### config.mk
export PLATFORM = sky130hd
export DESIGN_NAME = rmq_outq
export DESIGN_NICKNAME = d
export VERILOG_FILES = /design/src/sv/rmq_pkg.sv /design/src/sv/rmq_outq.sv
export SDC_FILE = /design/constraint.sdc
export NUM_CORES = 1
export LEC_CHECK = 0
export BUFFER_PORTS_ARGS = -buffer_cell sky130_fd_sc_hd__buf_4
export CORE_MARGIN = 8
export CORE_UTILIZATION = 56
export DETAILED_ROUTE_END_ITERATION = 10
export GPL_TIMING_DRIVEN = 0
export HOLD_SLACK_MARGIN = 0.12
export PLACE_DENSITY = 0.84
export SYNTH_ARGS = -nofsm -noshare
export SYNTH_HDL_FRONTEND = slang
export SYNTH_SLANG_ARGS = --single-unit
### constraint.sdc
create_clock -name clk -period 10.54 [get_ports clk]
set_clock_uncertainty 0.05 [all_clocks]
set_input_delay 1.581 -clock clk [delete_from_list [all_inputs] [get_ports clk]]
set_output_delay 1.581 -clock clk [all_outputs]
set_load 0.01 [all_outputs]
### src/sv/rmq_pkg.sv
// Package for the matrix-to-quaternion block: widths, payload structs, branch codes.
// No dependencies.
package rmq_pkg;
  localparam int WORD_WIDTH_DEF = 16;
  localparam int FRAC_BITS_DEF  = 14;
  localparam int W = WORD_WIDTH_DEF;

  // Branch selection codes
  localparam logic [1:0] BR_X = 2'd0;
  localparam logic [1:0] BR_Y = 2'd1;
  localparam logic [1:0] BR_Z = 2'd2;
  localparam logic [1:0] BR_W = 2'd3;

  typedef struct packed {
    logic signed [W-1:0] m00, m01, m02, m10, m11, m12, m20, m21, m22;
  } in_item_t;

  typedef struct packed {
    logic signed [W-1:0] qx, qy, qz, qw;
    logic                invalid;
  } out_item_t;
endpackage

### src/sv/rmq_outq.sv
// Result queue: two-entry skid buffer on the back end's output.
// Depends on rmq_pkg.
module rmq_outq (
  input  logic               clk,
  input  logic               rst_n,
  input  logic               i_vld,
  input  rmq_pkg::out_item_t i_item,
  output logic               ready,
  output logic               empty,
  input  logic               pop,
  output rmq_pkg::out_item_t o_item
);
  rmq_pkg::out_item_t mem_r [2];
  logic [1:0] cnt_r;
  logic       rd_r, wr_r;
  logic       do_pop, do_push;

  // ready comes from the count alone, so pop never reaches the input side
  assign empty   = (cnt_r == 2'd0);
  assign ready   = (cnt_r != 2'd2);
  assign do_pop  = pop && !empty;
  assign do_push = i_vld && ready;
  assign o_item  = mem_r[rd_r];

  // Storage and pointers
  always_ff @(posedge clk) begin
    if (!rst_n) begin
      cnt_r <= '0; rd_r <= 1'b0; wr_r <= 1'b0;
    end else begin
      cnt_r <= cnt_r + 2'(do_push) - 2'(do_pop);
      if (do_push) wr_r <= ~wr_r;
      if (do_pop) rd_r <= ~rd_r;
    end
    if (do_push) mem_r[wr_r] <= i_item;
  end
endmodule

==> metrics.md <==
| Metric | Value |
|---|---|
| CTS H-Tree Depth | `4` |
| Starting Density | `between 50 and 60%` |
| DR vias | `2565` |
| Yosys cell types | `17` |
| Max-slew headroom | `about 38%` |
| Critical Path RT | `8.91 ns` |
| First-pass GRT wire length | `between 10 and 15 mm` |
| Register area share after synthesis | `between 70% and 80%` |
| Number of gates resized after CTS | `0` |
| Crit start category | `flop` |
| CP most frequent cell | `buf_6` |
| Chip Width | `112 µm` |
| Synth-to-layout area growth | `36.0%` |
| Total CTS buffers | `17` |
| Synth area leader | `edfxtp_1` |
| Peak VDD IR | `0.000209 V` |
| Max incr delay on CP | `~0.35 ns` |
| Max stage delay cell, worst path | `dfxtp_1` |
| Synth Register Bits | `135` |
| Vias in the first global route | `2835` |
| DR WL/cell | `~19 µm` |
| EDFF count, synth | `130` |
| Clk_lat worst skew | `0.51 ns` |
| Core area | `9060 µm²` |
| Initial antenna violation count | `0` |
| Delay-heaviest family, CP | `buffers and inverters` |
| Measured slew at the worst slew-check pin | `roughly 0.93 ns` |
| CTS tree | `yes` |
| Async SR Flop Fraction | `0%` |
| DRT Pass-1 Iters | `4` |
| Number of I/O port buffers | `135` |
| Hold Fails Final Rpt | `0` |
| Fmax | `about 0.3 GHz` |
| Clock sink total | `135` |
| Endpoint kind of the worst setup timing path | `primary output` |
| Hold bufs inserted after CTS | `0` |
| Most frequent cells after synthesis | `130 x edfxtp_1, 50 x mux2_4, 15 x mux2_2, 6 x buf_6, 5 x dfxtp_1` |
| Final Critical Period | `about 3.3 ns` |
| CTS root buf | `clkbuf_8` |
| Post-layout nets | `453` |
| Crit Path Max Fanout | `10` |
| Status | `complete, no violations` |
| Tot GR Track Use | `about 16%` |
| Initial DRC count | `167` |
| Tcrit/Tclk final | `31.6%` |
| Setup violations, final | `0` |
| Routed wire length | `9.70 mm` |
| Antenna diode count | `0` |
| Path type of the worst setup path | `reg2out` |
| Largest cells by area after synthesis | `edfxtp_1 76%, mux2_4 15%, mux2_2 3.3%` |
| RSZ-0062 raised after global routing | `false` |
| Die area | `roughly 12000 µm²` |
| Final Wtd Congestion | `0.677` |
| Fin Setup TNS | `0 ns` |
| Remaining global-route overflow | `0` |
| Worst-path clk slew | `0.06 ns` |
| Final std cells w/o fill | `about 500` |
| Ys Warns | `0` |
| Via density | `5.07` |
| Antenna-violating nets left | `0` |
| Synth Flop Type | `edfxtp_1` |
| PwrDens | `256 nW/µm²` |
| Die height | `between 100 and 150 µm` |
| Clock Path Buffers | `2` |
| Critical path arrival | `1.70 ns` |
| Mean Syn Cell Area | `22.7 µm²` |
| Count of standard-cell rows | `35` |
| Num ports | `136` |
| DRC | `0` |
| Dpl cells | `474` |
| Share of cells above drive strength 1 | `61.3%` |
| Cells along the critical path | `buf_6 > buf_6 > mux2_4 > buf_4` |
| Post-CTS setup buffers | `0` |
| Synth Cell Area | `5130 µm²` |
| Hold Crit Class | `reg2reg` |
| Lkg Pwr | `around 2.7 nW` |
| Largest net degree at the start of global routing | `66` |
| Mapped Nets | `297` |
| Max-Cap Viols | `0` |
| Worst Path Buf+Inv | `3` |
| Cells after synthesis | `226` |
| Fin. max-slew vios | `0` |
| HPWL after detailed placement | `6.60 mm` |
| Most numerous cell in the Yosys netlist | `edfxtp_1` |
| Synth top area share | `76.1%` |
layout by cell type, fill, tap and decap left out:
master,count
buf_4,135
edfxtp_1,130
mux2_4,50
clkbuf_16,16
mux2_2,15
buf_6,6
dfxtp_1,5
bufinv_16,5
clkinv_4,5
xnor2_1,3
nand2b_1,2
nand2_1,2
nor2b_1,2
and2_1,2
ha_1,2
inv_6,2
buf_12,2
o21a_1,1
nor2_1,1
buf_2,1
and3_4,1
inv_1,1
nor2_4,1
mux2i_1,1
clkbuf_8,1
clkbuf_1,1
clkinvlp_4,1
clkinv_2,1
worst paths after layout:
check	startpoint	to	slack, ns	cells past startpoint
setup / recovery	flop	o_item[15]	7.21	4
hold reg to reg	rd_r$_SDFFE_PN0P_	flop	0.51	2
setup reg to reg	cnt_r[0]$_SDFF_PN0_	cnt_r[1]$_SDFF_PN0_	8.61	8
hold / removal	rd_r$_SDFFE_PN0P_	flop	0.51	2
area by class of cell:
class,instances,area (µm²)
multi-input cells,83,1060
plain buffers,7,72.6
fillers,516,2090
clock buffers,18,418
inverters,1,3.75
clock inverters,14,224
well taps,111,139
flip-flops and latches,135,4000
repair buffers,137,1050
state kept, by name, summed over array words and instances (netlist names), named ones only:
register and cells:
cnt_r 2, wr_r 1, mem_r 130, rd_r 1
report_power, final:
group          switching (mW)  internal (mW)
combinational           0.204          0.257
clock                   0.218          0.411
sequential             0.0214          0.675
total                   0.443           1.34
worst register-to-register path, delay by kind of cell (launching register included):
family                   cells  cell delay [ns]
buffers and inverters        1             0.04
flip-flops                   1             0.38
AND/OR/NAND/NOR              3             0.53
adder cells (fa/ha/maj)      2             0.52
XOR/XNOR                     2             0.32
cells by family after synthesis:
kind of cell,after synthesis,share of synthesized area [%]
flops,135,78.1
mux,66,18.1
buf+inv,8,1.49
simple gates,11,1.15
fa+ha+maj,2,0.488
xor+xnor,3,0.513
compound gates,1,0.146
per-stage QoR:
step | worst slack [ns] | power (mW) | utilization (%) | instance area, µm² | hold WS [ns]
after floorplan | 5.61 | 0.976 | - | 5130 | 0.405
after global placement | 4.09 | 1.16 | 69.3 | 6280 | 0.418
after detailed placement | 7.57 | 1.17 | 69.9 | 6330 | 0.487
after CTS | 7.18 | 1.81 | 76.9 | 6970 | 0.505
after global routing | 7.14 | 1.85 | 76.9 | 6970 | 0.551
final | 7.21 | 1.79 | 76.9 | 6970 | 0.511
layer usage:
| metal | vias up | global-route usage [%] | part of all wire, % |
|---|---|---|---|
| li1 | 1205 | - | - |
| met1 | 1260 | 16.6 | 38 |
| met2 | 89 | 27.1 | 53 |
| met3 | 11 | 7.14 | 7.3 |
| met4 | 0 | 6.47 | 1.3 |
| met5 | - | 0 | 0 |
No activity file was read; power rests on OpenSTA's default activity.
