$ cat src/sv/rmq_pkg.sv
// Package for the matrix-to-quaternion block: widths, payload structs, branch codes.
// No dependencies.
package rmq_pkg;
  localparam int WORD_WIDTH_DEF = 16;
  localparam int FRAC_BITS_DEF  = 14;
  localparam int W = WORD_WIDTH_DEF;

  // Branch selection codes
  localparam logic [1:0] BR_X = 2'd0;
  localparam logic [1:0] BR_Y = 2'd1;
  localparam logic [1:0] BR_Z = 2'd2;
  localparam logic [1:0] BR_W = 2'd3;

  typedef struct packed {
    logic signed [W-1:0] m00, m01, m02, m10, m11, m12, m20, m21, m22;
  } in_item_t;

  typedef struct packed {
    logic signed [W-1:0] qx, qy, qz, qw;
    logic                invalid;
  } out_item_t;
endpackage

$ cat src/sv/rmq_front.sv
// Front end: accepts matrices, picks the branch, forms radicand and numerators.
// Depends on rmq_pkg.
module rmq_front #(
  parameter int WW = rmq_pkg::WORD_WIDTH_DEF,
  parameter int FB = rmq_pkg::FRAC_BITS_DEF
) (
  input  logic                    clk,
  input  logic                    rst_n,
  input  logic                    en,
  input  logic                    in_vld,
  input  rmq_pkg::in_item_t       in_item,
  output logic                    o_vld,
  output logic [1:0]              o_br,
  output logic                    o_bad,
  output logic [WW+2:0]           o_rad,
  output logic signed [WW+1:0]    o_n0, o_n1, o_n2
);
  localparam int RW = WW + 3;
  logic signed [RW-1:0] a00, a11, a22, tr, one, rad;
  logic signed [WW+1:0] d12, s12, d20, s02, d01, s01;
  logic [1:0] br;
  logic signed [WW+1:0] n0, n1, n2;

  // Classification and sums
  always_comb begin
    a00 = RW'(in_item.m00);
    a11 = RW'(in_item.m11);
    a22 = RW'(in_item.m22);
    one = RW'(1) <<< FB;
    tr  = a00 + a11 + a22;
    d12 = (WW+2)'(in_item.m12) - (WW+2)'(in_item.m21);
    s12 = (WW+2)'(in_item.m12) + (WW+2)'(in_item.m21);
    d20 = (WW+2)'(in_item.m20) - (WW+2)'(in_item.m02);
    s02 = (WW+2)'(in_item.m02) + (WW+2)'(in_item.m20);
    d01 = (WW+2)'(in_item.m01) - (WW+2)'(in_item.m10);
    s01 = (WW+2)'(in_item.m01) + (WW+2)'(in_item.m10);
    priority if (tr > 0) begin
      br = rmq_pkg::BR_W; rad = tr + one;
      n0 = d12; n1 = d20; n2 = d01;
    end else if (a22 > a00 && a22 > a11) begin
      br = rmq_pkg::BR_Z; rad = one + a22 - a00 - a11;
      n0 = s02; n1 = s12; n2 = d01;
    end else if (a11 > a00) begin
      br = rmq_pkg::BR_Y; rad = one + a11 - a00 - a22;
      n0 = s01; n1 = s12; n2 = d20;
    end else begin
      br = rmq_pkg::BR_X; rad = one + a00 - a11 - a22;
      n0 = s01; n1 = s02; n2 = d12;
    end
  end

  // Output register, held while the pipe is stalled
  always_ff @(posedge clk) begin
    if (!rst_n) o_vld <= 1'b0;
    else if (en) o_vld <= in_vld;
    if (en) begin
      o_br  <= br;
      o_bad <= (rad <= 0);
      o_rad <= (rad <= 0) ? '0 : rad[WW+2:0];
      o_n0 <= n0; o_n1 <= n1; o_n2 <= n2;
    end
  end
endmodule

$ cat config.mk
export PLATFORM = sky130hd
export DESIGN_NAME = rmq_front
export DESIGN_NICKNAME = d
export VERILOG_FILES = /design/src/sv/rmq_pkg.sv /design/src/sv/rmq_front.sv
export SDC_FILE = /design/constraint.sdc
export NUM_CORES = 1
export LEC_CHECK = 0
export BUFFER_PORTS_ARGS = -buffer_cell sky130_fd_sc_hd__buf_4
export CAP_MARGIN = 20
export CORE_MARGIN = 2
export CORE_UTILIZATION = 55
export DETAILED_ROUTE_END_ITERATION = 10
export PLACE_DENSITY = 0.77
export SLEW_MARGIN = 20
export SYNTH_ARGS = -nofsm -noshare
export SYNTH_HDL_FRONTEND = slang
export SYNTH_SLANG_ARGS = --single-unit
export TNS_END_PERCENT = 30
$ cat constraint.sdc
create_clock -name clk -period 9.4 [get_ports clk]
set_input_delay 1.88 -clock clk [delete_from_list [all_inputs] [get_ports clk]]
set_output_delay 1.88 -clock clk [all_outputs]
set_load 0.1 [all_outputs]
==> flow_summary.toml, run 1 <==
[worst_setup_path]
worstPathRequired_ns = 9.49
crit_fanout = 27
rr_worst_depth = 2
cp-end-kind = "flop"
arrival_ns = 7.11
r2r_end = "o_vld"
start_kind = "primary input"
critPathKind = "in2reg"
worstReg2RegStart = "o_vld"
r2r_slack_ns = 8.79

[timing]
clock.fmax_mhz = 142
rsz0062_at_grt = "no"
finalSetupTns_ns = 0
setup_violations = 0
worstMarginPinSlew_ns = 1.07
timing.final.crit_share_pct = 74.7
maxSlewViolCount = 0
relSlewSlack_pct = 28.0
finalHoldViolCount = 0
finClkSkew_ns = 0
layout_min_cycle_time_ns = 7.03

[hold_path]
hp-start = "o_vld"
hold_depth = 2
hold_path_end = "o_vld"
min_path_type = "reg2reg"

[flow_run]
drv_cap = 0

[place]
dpl-instance-area_um2 = 17300
portBuffers = 224
gp_congestion = 0.973
place_hpwl_um = 37600

[finish]
syn_to_final_growth_pct = 15.1
drive_gt1_share_pct = 14.1
layout.nets = 2510
num-fill-cells = 2287
final_area_um2 = 17600

[routing]
ant_nets = 0
drt-total-wl_um = 45000
drc = 0
drt-initial-drc-count = 1275
viasPerCell = 5.82
wl_per_cell_um = 19.0
firstDrtPassIters = 6
vias = 13800

[clock_network]
clock-root-buffer = "clkbuf_16"
cts_post_setup_buffers_inserted = 0
cts-htree-levels = 3
worstSkewPairLatency_ns = 0.34
clkTransAtPathRegs_ns = 0.07
cts_tree = "built"
clock-sinks = 74
hold_buffers = 0
ctsResizeCount = 0
cts_buffer_depth = 2
numCtsBuffers = 9

[grt]
grt_max_degree = 75
grt_util_all_layers_pct = 30.3
grt_pass1_wl_um = 69700
grt_pass1_vias = 13500
grt_overflow = 0
antenna_found_initial = 2

[power]
p_comb_share_pct = 72.5
swShare_pct = 56.0
p_leak_uw = 0.00832
power_density_nw_per_um2 = 190
p_switching_uw = 1870
vdd_drop_max_uv = 138
intPower_uw = 1460
seqPwrFrac_pct = 16.4
power_uw = 3330
pwr-share-clk_pct = 11.0

[yosys]
ys_types = 85
syn_avg_cell_area_um2 = 8.46
synth_top_area_share_pct = 24.1
async_flop_share_pct = 0
ys_seq_elements = 74
syn_nets = 2325
synthTopCellsByArea = "ha_1, edfxtp_1, fa_1, inv_1, xnor2_1"
netlist_instances = 1805
synth_ff_type = "edfxtp_1"
synth_top_area_cell = "ha_1"
synth-edff-count = 73
seq_area_frac_synth_pct = 14.5
synth.cell_area_um2 = 15300
yosys_warnings = 0

[die]
rows = 60
die_height_um = 171
num_io_pins = 225
dieArea_um2 = 29100
die-width_um = 171
initial_utilization_pct = 56.3
core_um2 = 27100

[run_status]
status = "finished clean"
cell usage in the layout (no fill, tap or decap), types with 14 or more instances in the layout:
| cell | instances |
|---|---|
| a211oi_1 | 20 |
| a21o_1 | 22 |
| a21oi_1 | 136 |
| buf_4 | 233 |
| edfxtp_1 | 73 |
| fa_1 | 78 |
| ha_1 | 294 |
| inv_1 | 210 |
| mux2i_1 | 29 |
| nand2_1 | 119 |
| nand2b_1 | 28 |
| nand3_1 | 34 |
| nor2_1 | 116 |
| nor2b_1 | 42 |
| nor3_1 | 46 |
| o211ai_1 | 20 |
| o21ai_0 | 92 |
| o21ai_1 | 14 |
| o21bai_1 | 19 |
| o31ai_1 | 15 |
| or3_1 | 17 |
| xnor2_1 | 87 |
| xor2_1 | 30 |
how the worst max path moves through the flow:
stage	start	to	slack, ns
after floorplan	in_item[8]	o_bad	3.56
after global placement	in_item[4]	o_rad[12]	2.33
after detailed placement	in_item[8]	o_rad[13]	2.19
after CTS	in_item[4]	o_rad[13]	2.49
after global routing	in_item[4]	o_rad[12]	2.01
final	in_item[4]	o_rad[13]	2.37
Yosys cell counts (9+ instances only):
library cell	number
ha_1	294
inv_1	210
a21oi_1	136
nand2_1	119
nor2_1	118
o21ai_0	92
xnor2_1	87
fa_1	78
edfxtp_1	73
nor3_1	46
nor2b_1	42
nand3_1	34
clkbuf_1	31
xor2_1	30
mux2i_1	29
nand2b_1	28
a21o_1	22
a211oi_1	20
o211ai_1	20
o21bai_1	19
buf_2	18
or3_1	17
o31ai_1	16
o21ai_1	14
a2111oi_0	13
and3_1	13
and2_1	10
o21a_1	10
a211o_1	9
through the flow:
| stage | hold slack, ns | utilization (%) | instances | setup WS (ns) |
|---|---|---|---|---|
| after global placement | 0.500 | 63.7 | 2351 | 2.33 |
| after floorplan | 0.981 | - | 1805 | 3.56 |
| after CTS | 0.547 | 64.8 | 2367 | 2.49 |
| final | 0.540 | 64.8 | 2369 | 2.37 |
| after detailed placement | 0.530 | 63.7 | 2351 | 2.19 |
| after global routing | 0.577 | 64.8 | 2369 | 2.01 |
sequential cells by signal, summed over array words and instances, names as in the netlist:
register	flops
o_n0	17
o_bad	1
o_n1	17
o_rad	19
o_n2	17
o_br	2
o_vld	1
power groups by stage:
| stage | Sequential [µW] | Clock, µW | Combinational (µW) |
|---|---|---|---|
| after floorplan | 1150 | 0 | 1170 |
| after global placement | 552 | 0 | 2350 |
| after detailed placement | 550 | 0 | 2380 |
| after CTS | 546 | 368 | 2390 |
| after global routing | 552 | 381 | 2580 |
| final | 547 | 368 | 2420 |
worst max-delay path: stages:
cell and delay, ns:
buf_4 0.13, inv_1 0.12, fa_1 0.59, inv_1 0.10, ha_1 0.22, a21boi_0 0.18, a31oi_1 0.13, o311ai_0 0.97
a21oi_1 0.25, xnor2_1 0.32, ha_1 0.20, nand3b_1 0.10, or4_1 0.48, o21ai_4 0.65, buf_4 0.37, and2_1 0.32
nor2_1 0.09
cell families (layout without fill, tap and decap cells):
family,Yosys count,after routing,synth area share [%]
AO/OA/AOI/OAI,473,473,20.4
AND/OR/NAND/NOR,463,463,14.7
adder cells (fa/ha/maj),372,372,34.3
buffers and inverters,269,459,6.89
XOR/XNOR,118,118,6.82
flip-flops,74,74,14.5
multiplexers,35,35,2.34
other,1,3,0.0246
area by class of cell:
| type | instances | area (µm²) | share of cell area (%) |
|---|---|---|---|
| Multi-Input combinational cell | 1462 | 12000 | 68.5 |
| Sequential cell | 74 | 2210 | 12.6 |
| Timing Repair Buffer | 233 | 1750 | 9.96 |
| Inverter | 210 | 788 | 4.49 |
| Tap cell | 372 | 465 | 2.65 |
| Clock buffer | 9 | 225 | 1.28 |
| Clock inverter | 7 | 82.6 | 0.470 |
| Antenna cell | 2 | 5.00 | 0.0285 |
layer usage:
layer / vias to the layer above / track usage, % / share of wire (%)
li1: 6651 / - / -
met1: 6516 / 39.0 / 42
met2: 524 / 54.0 / 49
met3: 92 / 1.99 / 5.9
met4: 0 / 10.4 / 3.4
met5: - / 0 / 0
Power figures use the tool's default switching activity.
==> inputs of run 2 (changes only) <==
--- a/config.mk
+++ b/config.mk
@@ -5,6 +5,7 @@
 export SDC_FILE = /design/constraint.sdc
 export NUM_CORES = 1
 export LEC_CHECK = 0
+export ABC_AREA = 1
 export BUFFER_PORTS_ARGS = -buffer_cell sky130_fd_sc_hd__buf_4
 export CAP_MARGIN = 20
 export CORE_MARGIN = 2
==> constraint.sdc (replaced) <==
create_clock -name clk -period 6.6 [get_ports clk]
set_input_delay 1.32 -clock clk [delete_from_list [all_inputs] [get_ports clk]]
set_output_delay 1.32 -clock clk [all_outputs]
set_load 0.1 [all_outputs]
==> run 2 against run 1 <==
Worst hold slack gained 0.0083 ns. Sequential power grew 42%. Register-to-register slack lost 2.9 ns. Count of clock-buffer cells in the layout is the same. Core utilization shrank 0.62 points. Clock power grew 39%. Sequential share of layout area shrank 0.26 points. First-iteration DRC count grew 27%. Cell count grew 16%. Combinational power grew 49%. Setup slack lost 1.7 ns. Largest power group unchanged.
==> flow_summary.toml, run 2 <==
[die]
core_um2 = 27900
rows = 61
dieArea_um2 = 29800
die_height_um = 173
num_io_pins = 225
initial_utilization_pct = 56.0
die-width_um = 173

[yosys]
async_flop_share_pct = 0
synth-edff-count = 73
synth.cell_area_um2 = 15600
seq_area_frac_synth_pct = 14.1
synth_most_common_cell = "nand2_1"
syn_nets = 2688
ys_seq_elements = 74
netlist_instances = 2168
ys_types = 52
synth_top_area_cell = "ha_1"
synth_ff_type = "edfxtp_1"
yosys_warnings = 0
synth_top_area_share_pct = 23.5
ys_top_cells_by_count = "nand2_1, inv_1, ha_1, a21oi_1, nor2_1"
syn_avg_cell_area_um2 = 7.22
synthTopCellsByArea = "ha_1, edfxtp_1, nand2_1, fa_1, inv_1"

[routing]
viasPerCell = 5.50
vias = 15100
firstDrtPassIters = 7
ant_nets = 0
drt-initial-drc-count = 1621
drt-total-wl_um = 48600
wl_per_cell_um = 17.7
drc = 0

[hold_path]
hp-start = "o_vld"
hold_path_end = "o_vld"
hold_depth = 2
min_path_type = "reg2reg"

[grt]
grt_pass1_vias = 14200
grtUsageMet3_pct = 9.06
grt_util_all_layers_pct = 31.9
antenna_found_initial = 0
grt_most_used_layer = "met1"
grt_pass1_wl_um = 76100
grt_max_degree = 76
use_met1_pct = 47.2
grt_overflow = 0
gr-usage-met2_pct = 46.2

[power]
vdd_drop_max_uv = 325
intPower_uw = 2010
p_switching_uw = 2880
swShare_pct = 58.9
p_comb_share_pct = 73.7
power_uw = 4890
p_leak_uw = 0.00970
seqPwrFrac_pct = 15.8
pwr-share-clk_pct = 10.5
power_density_nw_per_um2 = 273

[worst_setup_path]
rr_worst_depth = 2
arrival_ns = 6.04
worstReg2RegStart = "o_vld"
start_kind = "primary input"
worstPathRequired_ns = 6.70
cp_slowest_stage_delay_ns = 0.59
cp_slowest_cell = "fa_1"
r2r_slack_ns = 5.93
critPathKind = "in2reg"
r2r_end = "o_vld"
cp-end-kind = "flop"
crit_fanout = 20

[flow_run]
drv_cap = 0

[place]
portBuffers = 224
pre_cts_slack_ns = 0.415
gp_congestion = 0.943
place_hpwl_um = 41100

[timing]
finClkSkew_ns = 0
worstMarginPinSlew_ns = 1.04
rsz0062_at_grt = "no"
layout_min_cycle_time_ns = 5.94
timing.final.crit_share_pct = 90.1
relSlewSlack_pct = 30.8
whs_ns = 0.548
finalHoldViolCount = 0
finalSetupTns_ns = 0
clock.fmax_mhz = 168
maxSlewViolCount = 0
setup_violations = 0
fin_ws_ns = 0.656

[clock_network]
clock-root-buffer = "clkbuf_16"
cts_tree = "built"
hold_buffers = 0
cts_post_setup_buffers_inserted = 0
numCtsBuffers = 9
worstSkewPairLatency_ns = 0.35
cts_buffer_depth = 2
cts-htree-levels = 3
ctsResizeCount = 0
clock-sinks = 74
clkTransAtPathRegs_ns = 0.07

[finish]
drive_gt1_share_pct = 12.1
syn_to_final_growth_pct = 14.6
mostFrequentLayoutCells = "nand2_1, inv_1, ha_1"
layout.nets = 2881
largest_register_ffs = 19
n_antenna_cell = 0
post-route-util_pct = 64.2
mostFrequentLayoutCell = "nand2_1"
regMostFlops = "o_rad"

[run_status]
status = "finished clean"
[run 2: cell count changes after synthesis, moves of 42 or more]
cell,delta
nor2_1,+43
inv_1,+149
nand2_1,+338
xnor2_1,-75
nor2b_1,-42
xor2_1,+58
nand3_1,+67
[run 2: cells by family after synthesis]
family	after synthesis	share of synthesized area [%]
compound gates	391	14.4
xor+xnor	100	5.60
fa+ha+maj	372	33.5
buf+inv	419	10.5
flops	74	14.1
other cells	1	0.0240
simple gates	811	21.9
[run 2: cell type report]
cell class | instances | area [µm²]
clock buffers | 9 | 225
flip-flops and latches | 74 | 2210
inverters | 366 | 1380
well taps | 378 | 473
repair buffers | 235 | 1760
multi-input cells | 1675 | 11800
clock inverters | 7 | 82.6
fillers | 2585 | 10000
[run 2: worst max-delay path by stage]
stage,slack (ns),cells after the start,startpoint,endpoint
final,0.66,34,in_item[4],o_rad[13]
after global placement,0.60,29,in_item[1],o_rad[10]
after global routing,0.16,34,in_item[4],o_rad[2]
after floorplan,1.23,34,in_item[1],o_rad[17]
after CTS,0.76,34,in_item[4],o_rad[13]
after detailed placement,0.41,34,in_item[4],o_rad[13]
[run 2: worst max-delay path: cells and delay by family]
| family | cells | cell delay (ns) |
|---|---|---|
| buf+inv | 8 | 0.76 |
| simple gates | 21 | 2.45 |
| fa+ha+maj | 3 | 1.09 |
| compound gates | 2 | 0.40 |
[run 2: power groups by stage]
| stage | registers, µW | clock network (µW) | logic [µW] |
|---|---|---|---|
| after detailed placement | 777 | 0 | 3520 |
| after CTS | 771 | 511 | 3540 |
| after global placement | 779 | 0 | 3480 |
| after floorplan | 1660 | 0 | 1720 |
| final | 775 | 511 | 3600 |
| after global routing | 783 | 532 | 3880 |
[run 2: per-stage QoR]
| stage | cell area (µm²) | instances |
|---|---|---|
| 6_report | 17900 | 2744 |
| 2_1_floorplan | 15600 | 2168 |
| 3_5_place_dp | 17600 | 2728 |
| 3_3_place_gp | 17600 | 2728 |
| 4_1_cts | 17900 | 2744 |
| 5_1_grt | 17900 | 2744 |
[run 2: per-layer routing]
metal	share of wire [%]	routed length (µm)
met2	41	19800
met4	1.7	840
met1	46	22500
met3	11	5510
met5	0	0
